### src/fasps_pkg.sv
// Shared types, constants and helpers for the four-axis step pulse sequencer.
// No dependencies; every other file of the block refers to this package.
package fasps_pkg;

    localparam int AXES       = 4;   // axes with state, 1..4
    localparam int STEP_BITS  = 32;  // width of the step counters, 8..32
    localparam int FIELD_AXES = 4;   // axes carried by the request and result
    localparam int COUNT_W    = 32;
    localparam int DIV_W      = 8;
    localparam int INK_W      = 16;
    localparam int PADDR_W    = 5;
    localparam int PDATA_W    = 32;
    localparam int REG_IDX_W  = 3;

    typedef enum logic {
        OP_TICK = 1'b0,
        OP_LOAD = 1'b1
    } t_op;

    // Register indexes (byte address is 4 * index)
    localparam logic [REG_IDX_W-1:0] REG_DIV0    = 3'd0;
    localparam logic [REG_IDX_W-1:0] REG_INK_LEN = 3'd4;
    localparam logic [REG_IDX_W-1:0] REG_ENABLE  = 3'd5;

    typedef struct packed {
        t_op                       op;
        logic signed [COUNT_W-1:0] count_0;
        logic signed [COUNT_W-1:0] count_1;
        logic signed [COUNT_W-1:0] count_2;
        logic signed [COUNT_W-1:0] count_3;
        logic                      pause;
        logic                      ink_on;
    } t_in_item;

    typedef struct packed {
        logic [FIELD_AXES-1:0]     step_pins;
        logic [FIELD_AXES-1:0]     dir_pins;
        logic                      ink_out;
        logic                      heartbeat;
        logic                      driver_enable;
        logic                      available;
        logic signed [COUNT_W-1:0] remaining_0;
        logic signed [COUNT_W-1:0] remaining_1;
        logic signed [COUNT_W-1:0] remaining_2;
        logic signed [COUNT_W-1:0] remaining_3;
        logic [INK_W-1:0]          ink_elapsed;
    } t_out_item;

    // Per-axis state that moves through the step unit
    typedef struct packed {
        logic [STEP_BITS-1:0] steps;
        logic [DIV_W-1:0]     tick;
        logic                 level;
    } t_axis_st;

    function automatic logic is_positive(input logic [STEP_BITS-1:0] v);
        return (v != '0) && !v[STEP_BITS-1];
    endfunction

endpackage

### src/fasps_in_if.sv
// Request channel of the step pulse sequencer: valid/ready plus one request.
// Depends on fasps_pkg for the payload type.
interface fasps_in_if;
    logic                valid;
    logic                ready;
    fasps_pkg::t_in_item data;

    modport source (output valid, output data, input ready);
    modport sink   (input valid, input data, output ready);
endinterface

### src/fasps_out_if.sv
// Result channel of the step pulse sequencer: valid/ready plus one result.
// Depends on fasps_pkg for the payload type.
interface fasps_out_if;
    logic                 valid;
    logic                 ready;
    fasps_pkg::t_out_item data;

    modport source (output valid, output data, input ready);
    modport sink   (input valid, input data, output ready);
endinterface

### src/fasps_axis.sv
// One axis of the sequencer: tick divider and step phase, pure logic.
// Depends on fasps_pkg for t_axis_st and is_positive.
module fasps_axis (
    input  fasps_pkg::t_axis_st              i_st,
    input  logic [fasps_pkg::DIV_W-1:0]      i_divider,
    input  logic                             i_run,
    output fasps_pkg::t_axis_st              o_st
);

    always_comb begin
        o_st = i_st;
        if (i_run) begin
            if (i_st.tick >= i_divider) begin
                o_st.tick = '0;
                if (i_st.level) begin
                    o_st.level = 1'b0;
                end else if (i_st.steps != '0) begin
                    // step toward zero
                    o_st.level = 1'b1;
                    if (fasps_pkg::is_positive(i_st.steps)) begin
                        o_st.steps = i_st.steps - 1'b1;
                    end else begin
                        o_st.steps = i_st.steps + 1'b1;
                    end
                end
            end else begin
                o_st.tick = i_st.tick + 1'b1;
            end
        end
    end

endmodule

### src/four_axis_step_pulse_sequencer.sv
// Top level of the four-axis step pulse sequencer: channels, APB registers,
// axis state and ink timer. Depends on fasps_pkg, fasps_in_if, fasps_out_if
// and fasps_axis.
//
//  channel   direction  handshake            payload
//  i_req     in         valid / ready        op, count_0..3, pause, ink_on
//  o_rsp     out        valid / ready        pins, levels, remaining_0..3, ink_elapsed
//  apb       in         psel/penable/pready  paddr, pwdata, prdata
//
// One request per cycle while o_rsp does not stall. An accepted request sits in
// the input register while the state update and its result are formed; when
// the result stage is free, the state and the output register take them, and
// the result is offered on o_rsp until o_rsp.ready takes it.
// The input register refills in the same cycle it drains; a stalled result
// holds both stages, and i_req.ready drops only when both are full and
// o_rsp.ready is low.
// i_rst_n is synchronous, active low: state goes to zero, heartbeat to one,
// driver enable level to one. There is no clearing pass.
module four_axis_step_pulse_sequencer (
    input  logic                               i_clk,
    input  logic                               i_rst_n,
    fasps_in_if.sink                           i_req,
    fasps_out_if.source                        o_rsp,
    input  logic                               psel,
    input  logic                               penable,
    input  logic                               pwrite,
    input  logic [fasps_pkg::PADDR_W-1:0]      paddr,
    input  logic [fasps_pkg::PDATA_W-1:0]      pwdata,
    output logic [fasps_pkg::PDATA_W-1:0]      prdata,
    output logic                               pready
);

    localparam int AXES       = fasps_pkg::AXES;
    localparam int STEP_BITS  = fasps_pkg::STEP_BITS;
    localparam int FIELD_AXES = fasps_pkg::FIELD_AXES;
    localparam int COUNT_W    = fasps_pkg::COUNT_W;
    localparam int DIV_W      = fasps_pkg::DIV_W;
    localparam int INK_W      = fasps_pkg::INK_W;
    localparam int PDATA_W    = fasps_pkg::PDATA_W;
    localparam int REG_IDX_W  = fasps_pkg::REG_IDX_W;

    // ---------------------------------------------------------------
    // Registers
    // ---------------------------------------------------------------
    logic [DIV_W-1:0]     r_div     [AXES];
    logic [INK_W-1:0]     r_ink_len;
    logic                 r_enable;

    logic [STEP_BITS-1:0] r_active  [AXES];
    logic [STEP_BITS-1:0] r_pend    [AXES];
    logic [DIV_W-1:0]     r_tick    [AXES];
    logic [AXES-1:0]      r_step;
    logic [AXES-1:0]      r_dir;
    logic [INK_W-1:0]     r_ink_timer;
    logic                 r_ink;
    logic                 r_hb;

    logic [DIV_W-1:0]     n_div     [AXES];
    logic [INK_W-1:0]     n_ink_len;
    logic                 n_enable;
    logic [STEP_BITS-1:0] n_active  [AXES];
    logic [STEP_BITS-1:0] n_pend    [AXES];
    logic [DIV_W-1:0]     n_tick    [AXES];
    logic [AXES-1:0]      n_step;
    logic [AXES-1:0]      n_dir;
    logic [INK_W-1:0]     n_ink_timer;
    logic                 n_ink;
    logic                 n_hb;

    fasps_pkg::t_in_item  r_in;
    logic                 r_in_vld;
    fasps_pkg::t_out_item r_out;
    logic                 r_out_vld;
    fasps_pkg::t_out_item n_out;

    // ---------------------------------------------------------------
    // Handshake: two stages, each advances when the next one frees up
    // ---------------------------------------------------------------
    logic out_free;
    logic advance;
    logic in_take;

    assign out_free    = !r_out_vld || o_rsp.ready;
    assign advance     = r_in_vld && out_free;
    assign i_req.ready = !r_in_vld || out_free;
    assign in_take     = i_req.valid && i_req.ready;
    assign o_rsp.valid = r_out_vld;
    assign o_rsp.data  = r_out;

    // ---------------------------------------------------------------
    // APB register port
    // ---------------------------------------------------------------
    logic                 cfg_wr;
    logic [REG_IDX_W-1:0] cfg_idx;
    logic                 cfg_clear;

    assign pready    = 1'b1;
    assign cfg_wr    = psel && penable && pwrite && pready;
    assign cfg_idx   = paddr[REG_IDX_W+1:2];
    // divider and ink length writes zero the tick counters and set the ink timer to the ink length
    assign cfg_clear = (cfg_idx < fasps_pkg::REG_INK_LEN) || (cfg_idx == fasps_pkg::REG_INK_LEN);

    always_comb begin
        prdata = '0;
        for (int i = 0; i < AXES; i++) begin
            if (cfg_idx == REG_IDX_W'(i) + fasps_pkg::REG_DIV0) begin
                prdata = PDATA_W'(r_div[i]);
            end
        end
        if (cfg_idx == fasps_pkg::REG_INK_LEN) begin
            prdata = PDATA_W'(r_ink_len);
        end
        if (cfg_idx == fasps_pkg::REG_ENABLE) begin
            prdata = PDATA_W'(r_enable);
        end
    end

    // ---------------------------------------------------------------
    // Axis step units, one per axis
    // ---------------------------------------------------------------
    logic                run;
    fasps_pkg::t_axis_st ax_cur [AXES];
    fasps_pkg::t_axis_st ax_nxt [AXES];

    assign run = advance && (r_in.op == fasps_pkg::OP_TICK) && !r_in.pause;

    for (genvar g = 0; g < AXES; g++) begin : g_axis
        assign ax_cur[g] = '{steps: r_active[g], tick: r_tick[g], level: r_step[g]};

        fasps_axis u_axis (
            .i_st      (ax_cur[g]),
            .i_divider (r_div[g]),
            .i_run     (run),
            .o_st      (ax_nxt[g])
        );
    end

    // ---------------------------------------------------------------
    // Whole-block zero checks
    // ---------------------------------------------------------------
    logic act_zero;     // current active counts all zero
    logic pend_zero;    // current pending buffer all zero
    logic nxt_zero;     // active counts after this tick's step phases

    always_comb begin
        act_zero  = 1'b1;
        pend_zero = 1'b1;
        nxt_zero  = 1'b1;
        for (int i = 0; i < AXES; i++) begin
            if (r_active[i] != '0)     act_zero  = 1'b0;
            if (r_pend[i] != '0)       pend_zero = 1'b0;
            if (ax_nxt[i].steps != '0) nxt_zero  = 1'b0;
        end
    end

    // request counts as an array, truncated to the step counter width on load
    logic [COUNT_W-1:0] in_counts [FIELD_AXES];

    assign in_counts[0] = r_in.count_0;
    assign in_counts[1] = r_in.count_1;
    assign in_counts[2] = r_in.count_2;
    assign in_counts[3] = r_in.count_3;

    // ---------------------------------------------------------------
    // Next state
    // ---------------------------------------------------------------
    logic             move_ended;
    logic [INK_W-1:0] ink_base;

    assign move_ended = !act_zero && nxt_zero;
    assign ink_base   = move_ended ? '0 : r_ink_timer;

    always_comb begin
        n_div       = r_div;
        n_ink_len   = r_ink_len;
        n_enable    = r_enable;
        n_active    = r_active;
        n_pend      = r_pend;
        n_tick      = r_tick;
        n_step      = r_step;
        n_dir       = r_dir;
        n_ink_timer = r_ink_timer;
        n_ink       = r_ink;
        n_hb        = r_hb;

        if (cfg_wr) begin
            for (int i = 0; i < AXES; i++) begin
                if (cfg_idx == REG_IDX_W'(i) + fasps_pkg::REG_DIV0) begin
                    n_div[i] = pwdata[DIV_W-1:0];
                end
            end
            if (cfg_idx == fasps_pkg::REG_INK_LEN) begin
                n_ink_len = pwdata[INK_W-1:0];
            end
            if (cfg_idx == fasps_pkg::REG_ENABLE) begin
                n_enable = pwdata[0];
            end
            if (cfg_clear) begin
                for (int i = 0; i < AXES; i++) begin
                    n_tick[i] = '0;
                end
                n_ink_timer = n_ink_len;
            end
        end else if (advance) begin
            priority if (r_in.op == fasps_pkg::OP_LOAD) begin
                // load overwrites the buffer whatever pause says
                for (int i = 0; i < AXES; i++) begin
                    if (i < FIELD_AXES) begin
                        n_pend[i] = in_counts[i][STEP_BITS-1:0];
                    end else begin
                        n_pend[i] = '0;
                    end
                end
            end else if (r_in.pause) begin
                n_hb = 1'b1;
            end else begin
                n_hb = !r_hb;
                for (int i = 0; i < AXES; i++) begin
                    n_active[i] = ax_nxt[i].steps;
                    n_tick[i]   = ax_nxt[i].tick;
                    n_step[i]   = ax_nxt[i].level;
                end

                // ink: timed pulse after each move, or level while idle
                if (r_ink_len != '0) begin
                    if (ink_base < r_ink_len) begin
                        n_ink       = 1'b1;
                        n_ink_timer = ink_base + 1'b1;
                    end else begin
                        n_ink       = 1'b0;
                        n_ink_timer = ink_base;
                    end
                end else if (nxt_zero) begin
                    n_ink = r_in.ink_on;
                end

                // all axes idle: start the next move from the buffer
                if (nxt_zero && !pend_zero) begin
                    for (int i = 0; i < AXES; i++) begin
                        n_active[i] = r_pend[i];
                        n_pend[i]   = '0;
                        n_dir[i]    = fasps_pkg::is_positive(r_pend[i]);
                        n_tick[i]   = '0;
                    end
                end
            end
        end
    end

    // ---------------------------------------------------------------
    // Result from the state after this request
    // ---------------------------------------------------------------
    logic               n_pend_zero;
    logic [COUNT_W-1:0] rem [FIELD_AXES];

    always_comb begin
        n_pend_zero = 1'b1;
        for (int i = 0; i < AXES; i++) begin
            if (n_pend[i] != '0) n_pend_zero = 1'b0;
        end

        n_out.step_pins = '0;
        n_out.dir_pins  = '0;
        for (int i = 0; i < FIELD_AXES; i++) begin
            if (i < AXES) begin
                n_out.step_pins[i] = n_step[i];
                n_out.dir_pins[i]  = n_dir[i];
                rem[i]             = COUNT_W'($signed(n_active[i]));
            end else begin
                rem[i]             = '0;
            end
        end
        n_out.ink_out       = n_ink;
        n_out.heartbeat     = n_hb;
        n_out.driver_enable = n_enable;
        n_out.available     = n_pend_zero || r_in.pause;
        n_out.remaining_0   = rem[0];
        n_out.remaining_1   = rem[1];
        n_out.remaining_2   = rem[2];
        n_out.remaining_3   = rem[3];
        n_out.ink_elapsed   = n_ink_timer;
    end

    // ---------------------------------------------------------------
    // Clocked state
    // ---------------------------------------------------------------
    always_ff @(posedge i_clk) begin
        if (!i_rst_n) begin
            for (int i = 0; i < AXES; i++) begin
                r_div[i]    <= '0;
                r_active[i] <= '0;
                r_pend[i]   <= '0;
                r_tick[i]   <= '0;
            end
            r_ink_len   <= '0;
            r_enable    <= 1'b1;
            r_step      <= '0;
            r_dir       <= '0;
            r_ink_timer <= '0;
            r_ink       <= 1'b0;
            r_hb        <= 1'b1;
            r_in_vld    <= 1'b0;
            r_out_vld   <= 1'b0;
        end else begin
            r_div       <= n_div;
            r_ink_len   <= n_ink_len;
            r_enable    <= n_enable;
            r_active    <= n_active;
            r_pend      <= n_pend;
            r_tick      <= n_tick;
            r_step      <= n_step;
            r_dir       <= n_dir;
            r_ink_timer <= n_ink_timer;
            r_ink       <= n_ink;
            r_hb        <= n_hb;
            r_in_vld    <= in_take || (r_in_vld && !advance);
            r_out_vld   <= advance || (r_out_vld && !o_rsp.ready);
        end
    end

    // payload registers, no reset
    always_ff @(posedge i_clk) begin
        if (in_take) begin
            r_in <= i_req.data;
        end
        if (advance) begin
            r_out <= n_out;
        end
    end

    // ---------------------------------------------------------------
    // Assertions
    // ---------------------------------------------------------------
    // an unpaused tick never leaves idle axes with a full buffer behind
    a_buffer_drains : assert property (@(posedge i_clk) disable iff (!i_rst_n)
        run |=> !(act_zero && !pend_zero))
        else $error("pending buffer left behind idle axes after a tick");

    // a paused tick reports the heartbeat high
    a_pause_hb : assert property (@(posedge i_clk) disable iff (!i_rst_n)
        advance && (r_in.op == fasps_pkg::OP_TICK) && r_in.pause |=> r_out.heartbeat)
        else $error("heartbeat not high on a paused tick");

    // the ink timer never runs past the pulse length
    a_ink_bound : assert property (@(posedge i_clk) disable iff (!i_rst_n)
        r_ink_timer <= r_ink_len)
        else $error("ink timer beyond pulse length");

endmodule
### src/flat_wrapper.sv
// flat-port wrapper written by rule: the top's interface ports become plain ports
module four_axis_step_pulse_sequencer_flat 
  (i_clk, i_rst_n, psel, penable, pwrite, paddr, pwdata, prdata, pready, i_req_valid, i_req_data, i_req_ready, o_rsp_valid, o_rsp_data, o_rsp_ready);
  fasps_in_if i_req_i ();
  fasps_out_if o_rsp_i ();
  input  logic i_clk;
  input  logic i_rst_n;
  input  logic psel;
  input  logic penable;
  input  logic pwrite;
  input  logic [fasps_pkg::PADDR_W-1:0] paddr;
  input  logic [fasps_pkg::PDATA_W-1:0] pwdata;
  output logic [fasps_pkg::PDATA_W-1:0] prdata;
  output logic pready;
  input wire logic [$bits(i_req_i.valid)-1:0] i_req_valid;
  input wire logic [$bits(i_req_i.data)-1:0] i_req_data;
  output wire logic [$bits(i_req_i.ready)-1:0] i_req_ready;
  output wire logic [$bits(o_rsp_i.valid)-1:0] o_rsp_valid;
  output wire logic [$bits(o_rsp_i.data)-1:0] o_rsp_data;
  input wire logic [$bits(o_rsp_i.ready)-1:0] o_rsp_ready;
  assign i_req_i.valid = i_req_valid;
  assign i_req_i.data = i_req_data;
  assign i_req_ready = i_req_i.ready;
  assign o_rsp_valid = o_rsp_i.valid;
  assign o_rsp_data = o_rsp_i.data;
  assign o_rsp_i.ready = o_rsp_ready;
  four_axis_step_pulse_sequencer u_core (.i_clk(i_clk), .i_rst_n(i_rst_n), .i_req(i_req_i), .o_rsp(o_rsp_i), .psel(psel), .penable(penable), .pwrite(pwrite), .paddr(paddr), .pwdata(pwdata), .prdata(prdata), .pready(pready));
endmodule
### config.mk
export PLATFORM = sky130hd
export DESIGN_NAME = four_axis_step_pulse_sequencer_flat
export DESIGN_NICKNAME = d
export VERILOG_FILES = /design/src/fasps_pkg.sv /design/src/fasps_in_if.sv /design/src/fasps_out_if.sv /design/src/fasps_axis.sv /design/src/four_axis_step_pulse_sequencer.sv /design/src/flat_wrapper.sv
export SDC_FILE = /design/constraint.sdc
export NUM_CORES = 2
export LEC_CHECK = 0
export BUFFER_PORTS_ARGS = -buffer_cell sky130_fd_sc_hd__buf_2
export CORE_MARGIN = 2
export CORE_UTILIZATION = 55
export CTS_CLUSTER_SIZE = 14
export DETAILED_ROUTE_END_ITERATION = 8
export PLACE_DENSITY = 0.75
export SKIP_CTS_REPAIR_TIMING = 1
export SLEW_MARGIN = 30
export SYNTH_ARGS = -nofsm -noshare
export SYNTH_HDL_FRONTEND = slang
export SYNTH_SLANG_ARGS = --single-unit
### constraint.sdc
create_clock -name i_clk -period 14.7 [get_ports i_clk]
set_input_delay 2.94 -clock i_clk [delete_from_list [all_inputs] [get_ports i_clk]]
set_output_delay 2.94 -clock i_clk [all_outputs]
set_load 0.01 [all_outputs]
* Word level (Yosys, flattened, before mapping)
Index checks and enable logic that the tools add are counted. W data, S select, Z words.
Storage, ports and cells: bits in registers 652, logic and storage cells 241
Operators by class: mux-type cells 105, bitwise logic cells 1, equal/unequal tests 8, reductions and logical operators 65, $lt $le $gt $ge 6, add/subtract/negate cells 13
Operators with widths (count):
- $mux W128 | 10
- $mux W32 | 27
- $reduce_bool A32 Y1 | 16
- $mux W41 | 4
- $mux W16 | 9
- $add A32 B1 Y32 const B | 4
- $sub A32 B1 Y32 const B | 4
- $mux W1 | 41
- $mux W8 | 5
- $mux W4 | 9
- $add A8 B1 Y8 const B | 4
- $ge A8 B8 Y1 | 4
- $logic_and A1 B1 Y1 | 18
- $add A16 B1 Y16 const B | 1
- $logic_not A1 Y1 | 16
- $lt A16 B16 Y1 | 1
- $reduce_bool A16 Y1 | 1
- $reduce_and A2 Y1 | 4
- $eq A3 B2 Y1 const B | 2
- $eq A3 B3 Y1 const B | 2
- $logic_or A1 B1 Y1 | 6
- $ne A2 B2 Y1 const B | 3
- $reduce_and A5 Y1 | 1
- $eq A3 B1 Y1 const B | 1
- other kinds (5) | 5

* Logic depth before layout (Yosys ltp)
depth after elaboration 24, depth in mapped cells 37, depth with buffers taken out 34

* Modules after synthesis
A second synthesis with hierarchy kept.
Unflattened totals: cells, all modules 3871, area, all modules 34619.5 um2
By module, submodules not included:
- four_axis_step_pulse_sequencer | cells each 2363, times used 1, area an instance 25172.9 um2
- fasps_axis at u_core.g_axis[0].u_axis ... | cells each 373, times used 2, area an instance 2339.7 um2
- fasps_axis at u_core.g_axis[2].u_axis | cells each 374, times used 1, area an instance 2428.6 um2
- fasps_axis at u_core.g_axis[3].u_axis | cells each 388, times used 1, area an instance 2338.5 um2

* Worst setup path before layout
OpenSTA, ideal clock, no wires.
path kind input port to flip-flop, start point input port o_rsp_ready, end point register u_core.r_out (netlist bit u_core.o_rsp.data[8]), data pin, stages 29, arrival time 9347 ps, data required time 14438 ps, setup slack 5091 ps, cells stage by stage nor2b_1 -> or3_1 -> or3_1 -> a211o_1 -> buf_2 -> a2111oi_0 -> o2111ai_1 -> a2111oi_0 -> nand4_1 -> or4_1 -> nor4b_2 -> nand4_1 -> clkbuf_1 -> and2_1 -> ha_1 -> a21o_1 -> a21o_1 -> a21o_1 -> a21o_1 -> a21oi_1 -> nor2b_1 -> o21ai_0 -> nand2_1 -> a211oi_1 -> nand3_1 -> nor3_1 -> nand2_1 -> a21o_1 -> a211o_1
Between the ends: word-level cells in the longest chain between the ends 19, elaborated cells on any way between the ends 26
Ends and longest elaborated chain:
- start: declaration | RTL line flat_wrapper.sv:20 | input wire logic [$bits(o_rsp_i.ready)-1:0] o_rsp_ready;
- $logic_or A1 B1 Y1 (*) | RTL line four_axis_step_pulse_sequencer.sv:83 | assign out_free = !r_out_vld || o_rsp.ready;
- $logic_and A1 B1 Y1 (*) | RTL line four_axis_step_pulse_sequencer.sv:84 | assign advance = r_in_vld && out_free;
- $logic_and A1 B1 Y1 (2 in series) | RTL line four_axis_step_pulse_sequencer.sv:125 | assign run = advance && (r_in.op == fasps_pkg::OP_TICK) && !r_in.pause;
- $mux W41 | RTL line fasps_axis.sv:12 | if (i_run) begin
- $reduce_bool A32 Y1 | RTL line four_axis_step_pulse_sequencer.sv:152 | if (ax_nxt[i].steps != '0) nxt_zero = 1'b0;
- $mux W1 (4 in series) | RTL line four_axis_step_pulse_sequencer.sv:152
- $logic_and A1 B1 Y1 | RTL line four_axis_step_pulse_sequencer.sv:170 | assign move_ended = !act_zero && nxt_zero;
- $mux W16 | RTL line four_axis_step_pulse_sequencer.sv:171 | assign ink_base = move_ended ? '0 : r_ink_timer;
- $add A16 B1 Y16 / $lt A16 B16 Y1 (equally long branches) | RTL line four_axis_step_pulse_sequencer.sv:228, four_axis_step_pulse_sequencer.sv:226
- $mux W16 | RTL line four_axis_step_pulse_sequencer.sv:226 | if (ink_base < r_ink_len) begin
- $mux W16 | RTL line four_axis_step_pulse_sequencer.sv:225 | if (r_ink_len != '0) begin
- $mux W16 | RTL line four_axis_step_pulse_sequencer.sv:214 | end else if (r_in.pause) begin
- $mux W16 | RTL line four_axis_step_pulse_sequencer.sv:205 | priority if (r_in.op == fasps_pkg::OP_LOAD) begin
- $mux W16 (*) | RTL line four_axis_step_pulse_sequencer.sv:204 | end else if (advance) begin
- $mux W16 (*) | RTL line four_axis_step_pulse_sequencer.sv:186 | if (cfg_wr) begin
- via u_core.n_ink_timer[8] | RTL line four_axis_step_pulse_sequencer.sv:66 | logic [INK_W-1:0] n_ink_timer;
- end signal: assignment | RTL line four_axis_step_pulse_sequencer.sv:327 | r_out <= n_out;
- end: declaration | RTL line four_axis_step_pulse_sequencer.sv:72 | fasps_pkg::t_out_item r_out;
The timed path passes the listed nets; every way through them passes the cells marked *. The select of a mux whose other input is x is not followed. A chain may end at the register's enable or synchronous reset.

* Worst setup path after layout
start point input port o_rsp_ready, end point register u_core.r_ink_timer[8]
Between the ends: word-level cells in the longest chain between the ends 19, elaborated cells on any way between the ends 26
Ends and longest elaborated chain:
- $logic_or A1 B1 Y1 (*) | RTL line four_axis_step_pulse_sequencer.sv:83
- $logic_and A1 B1 Y1 (*) | RTL line four_axis_step_pulse_sequencer.sv:84
- $logic_and A1 B1 Y1 (2 in series) | RTL line four_axis_step_pulse_sequencer.sv:125
- $mux W41 | RTL line fasps_axis.sv:12
- $reduce_bool A32 Y1 | RTL line four_axis_step_pulse_sequencer.sv:152
- $mux W1 (4 in series) | RTL line four_axis_step_pulse_sequencer.sv:152
- $logic_and A1 B1 Y1 | RTL line four_axis_step_pulse_sequencer.sv:170
- $mux W16 | RTL line four_axis_step_pulse_sequencer.sv:171
- $add A16 B1 Y16 / $lt A16 B16 Y1 (equally long branches) | RTL line four_axis_step_pulse_sequencer.sv:228, four_axis_step_pulse_sequencer.sv:226
- $mux W16 | RTL line four_axis_step_pulse_sequencer.sv:226
- $mux W16 | RTL line four_axis_step_pulse_sequencer.sv:225
- $mux W16 | RTL line four_axis_step_pulse_sequencer.sv:214
- $mux W16 | RTL line four_axis_step_pulse_sequencer.sv:205
- $mux W16 (*) | RTL line four_axis_step_pulse_sequencer.sv:204
- $mux W16 (*) | RTL line four_axis_step_pulse_sequencer.sv:186
- via u_core.n_ink_timer[8] | RTL line four_axis_step_pulse_sequencer.sv:66
- end signal: assignment | RTL line four_axis_step_pulse_sequencer.sv:313 | r_ink_timer <= n_ink_timer;
- end: declaration | RTL line four_axis_step_pulse_sequencer.sv:54 | logic [INK_W-1:0] r_ink_timer;
Marks and branches as above.

==> impl_metrics.py <==
metrics = {
    "critical_path": {
        "cp.required_ps": 15240,
        "slowest_delay_ps": 770,
        "critical_path.startpoint_type": "input pin",
        "worst-path-max-fanout": 17,
        "worst-path-buf-inv": 3,
        "end_kind": "register",
        "cp_data_arrival_time_ps": 11760,
        "critical_path_class": "input pin to register",
        "worst_path_dominant_cell_family": "simple AND/OR/NAND/NOR gates",
        "critPathSlowestCell": "nor3_2",
        "worst_path_most_repeated_cell": "a21o_1",
    },
    "routing": {
        "routed_wire_length_per_instance_um": 27.7,
        "vias": 33600,
        "antenna_violating_nets_post_route": 0,
        "top_signal_layer_used": "met5",
        "drt_iter0_drc": 5120,
        "route.met2.wl_um": 57400,
        "detailed_route_drc_error_count": 0,
        "met1_length_um": 58300,
        "drt-vias-per-instance": 6.71,
        "wl_met3_um": 17400,
        "first_pass_iters": 8,
        "totalWireLength_um": 139000,
    },
    "clocking": {
        "clock-root-buffer": "clkbuf_16",
        "cts.reportedPaths.clkPinSlew_ps": 60,
        "clk_latency_ps": 650,
        "tritoncts_num_sinks": 652,
        "clockBufferDepth": 3,
        "h-tree-depth": 3,
        "cts_tree": "yes",
        "cts-buffers-inserted": 71,
    },
    "synth": {
        "synth_cell_types": 99,
        "ys_ff_latch": 652,
        "postSynth.asyncResetShare": 0,
        "ys.flop_type": "dfxtp_1",
        "mappedNetlistArea_mm2": 0.0354,
        "synth_edf_count": 287,
        "synth-seq-area-share": 0.450,
        "yosysWarningCount": 0,
        "synthesis.instances": 3895,
        "syn_avg_cell_area_um2": 9.10,
    },
    "timing": {
        "setup_viol": 0,
        "fin_crit_sh": 0.763,
        "final-hold-violation-count": 0,
        "clock_skew_ps": 35.7,
        "setup_repair_after_global_routing_missed_its_margin": "no",
        "finalWorstPathRequiredPeriod_ps": 11220,
        "worst_slack_ps": 3480,
        "drv_slew": 0,
        "timing.setup.tns_ps": 0,
        "slew_headroom": 0.234,
        "timing_worst_slew_pin_value_ps": 1140,
        "clock.fmax_mhz": 89.1,
        "finalHoldWorstSlack_ps": 473,
    },
    "pwr": {
        "ir_worst_vdd_mv": 0.110,
        "power_density_mw_per_mm2": 113,
        "p_leak_uw": 0.0153,
    },
    "finish": {
        "most_used_cells_in_the_layout_excluding_fill_and_tap_cells": "388 x nand2_1, 365 x dfxtp_1, 329 x buf_2",
        "final_net_count": 4358,
        "layout-drive-gt1-share": 0.147,
        "area.growth.synth_to_final_pct": 13.3,
        "mostFrequentLayoutCell": "nand2_1",
    },
    "floorplanning": {
        "chipHeight_um": 258,
        "floorplan.io_pins": 366,
        "initial_core_util": 0.553,
        "placement_rows": 93,
        "die_w_um": 258,
        "floorplan.core_area_mm2": 0.0641,
        "floorplan.die_area_mm2": 0.0665,
    },
    "placement": {
        "gp_routability_congestion": 1.02,
        "place.port_buffers": 330,
        "place_worst_setup_slack_ps": 3200,
        "dp.final_hpwl_um": 104000,
    },
    "global_route": {
        "grt.total_usage": 0.405,
        "first_global_vias": 29800,
        "grt_pass1_wl_um": 201000,
        "antenna_found_initial": 15,
        "grt_overflow_total": 0,
        "grt_max_degree": 112,
    },
    "flow_run": {
        "max_cap_viols": 0,
    },
    "outcome": {
        "status": "completed",
    },
    "hold_path": {
        "timing.hold.worst.class": "register to register",
    },
}
==> worst reg2reg max path, delay by kind of cell, from the launching register on <==
kind                     cells  cell delay (ps)
AO/OA/AOI/OAI               14             4120
flip-flops                   1              570
XOR/XNOR                     1              200
adder cells (fa/ha/maj)      2              690
buffers and inverters        1              220
AND/OR/NAND/NOR             16             5020
==> path summary, 6_finish.rpt <==
kind                            slack (ps)               endpoint  cells past startpoint                 from
worst max-delay path                  3480  u_core.r_ink_timer[8]                     31          o_rsp_ready
worst min register to register         470    u_core.r_ink_len[4]                      2  u_core.r_ink_len[4]
worst max register to register        3820  u_core.r_ink_timer[8]                     34   u_core.ax_cur[103]
worst min-delay path                   470    u_core.r_ink_len[4]                      2  u_core.r_ink_len[4]
==> state kept, by name, summed over array words and instances, names as in the netlist <==
register / cells
u_core.r_step: 4
u_core.r_in: 3
u_core.in_counts: 128
u_core.r_div: 32
u_core.o_rsp.valid: 1
u_core.r_ink: 1
u_core.ax_cur: 160
u_core.r_dir: 4
u_core.r_hb: 1
u_core.r_enable: 1
u_core.r_ink_timer: 16
u_core.r_ink_len: 16
u_core.o_rsp.data: 156
u_core.r_pend: 128
u_core.r_in_vld: 1
==> cell type report <==
| cell class | count | area [µm²] |
|---|---|---|
| repair buffers | 383 | 2090 |
| inverters | 103 | 394 |
| well taps | 855 | 1070 |
| clock buffers | 99 | 2070 |
| diodes | 6 | 15.0 |
| multi-input cells | 2877 | 18100 |
| clock inverters | 33 | 434 |
| flip-flops and latches | 652 | 15900 |
| fillers | 5460 | 24000 |
==> stage by stage <==
step           total power, µW  std cells   util  cell area [µm²]
6_report                  4530       5008  0.626            40100
5_1_grt                   4650       5003  0.626            40100
4_1_cts                   4510       5001  0.625            40100
3_5_place_dp              2640       4869  0.586            37600
3_3_place_gp              2650       4869  0.585            37500
2_1_floorplan             2410       3910      -            35500
==> cell usage after synthesis, types with 38 or more instances <==
master,count,area share
nand4_1,108,0.019
mux2i_1,58,0.016
a22o_1,129,0.032
edfxtp_1,287,0.24
nor4_1,146,0.026
or3_1,45,0.0079
o21a_1,38,0.0081
ha_1,94,0.033
nand2_1,388,0.041
nor3_1,112,0.016
o21ai_0,119,0.017
and3_1,47,0.0083
clkbuf_1,217,0.023
a211oi_1,40,0.0085
a31oi_1,71,0.013
inv_1,100,0.011
xnor2_1,52,0.013
nand3_1,152,0.021
dfxtp_1,365,0.21
nor2_1,322,0.034
and2_1,155,0.027
a21oi_1,233,0.033
==> layer usage <==
layer	track usage	up-vias
li1	-	15000
met1	0.598	16000
met2	0.575	2269
met3	0.106	307
met4	0.133	16
met5	0	-
==> where the power goes <==
part           switching, µW  total (µW)  internal, µW
combinational            439         627           188
sequential              56.5        2010          1950
clock                    787        1890          1110
==> kinds of logic (layout without fill, tap and decap cells) <==
family | after synthesis | after routing | share of synthesized area
AOI/OAI and AO/OA | 930 | 930 | 0.181
and+or+nand+nor | 1669 | 1669 | 0.244
xor gates and xnor gates | 88 | 88 | 0.0218
adders and majority gates | 95 | 95 | 0.0338
other | 2 | 23 | 0.000212
buffers and inverters | 381 | 618 | 0.0445
DFF | 652 | 652 | 0.450
muxes | 78 | 78 | 0.0253
(Power assumes the default switching activity.)
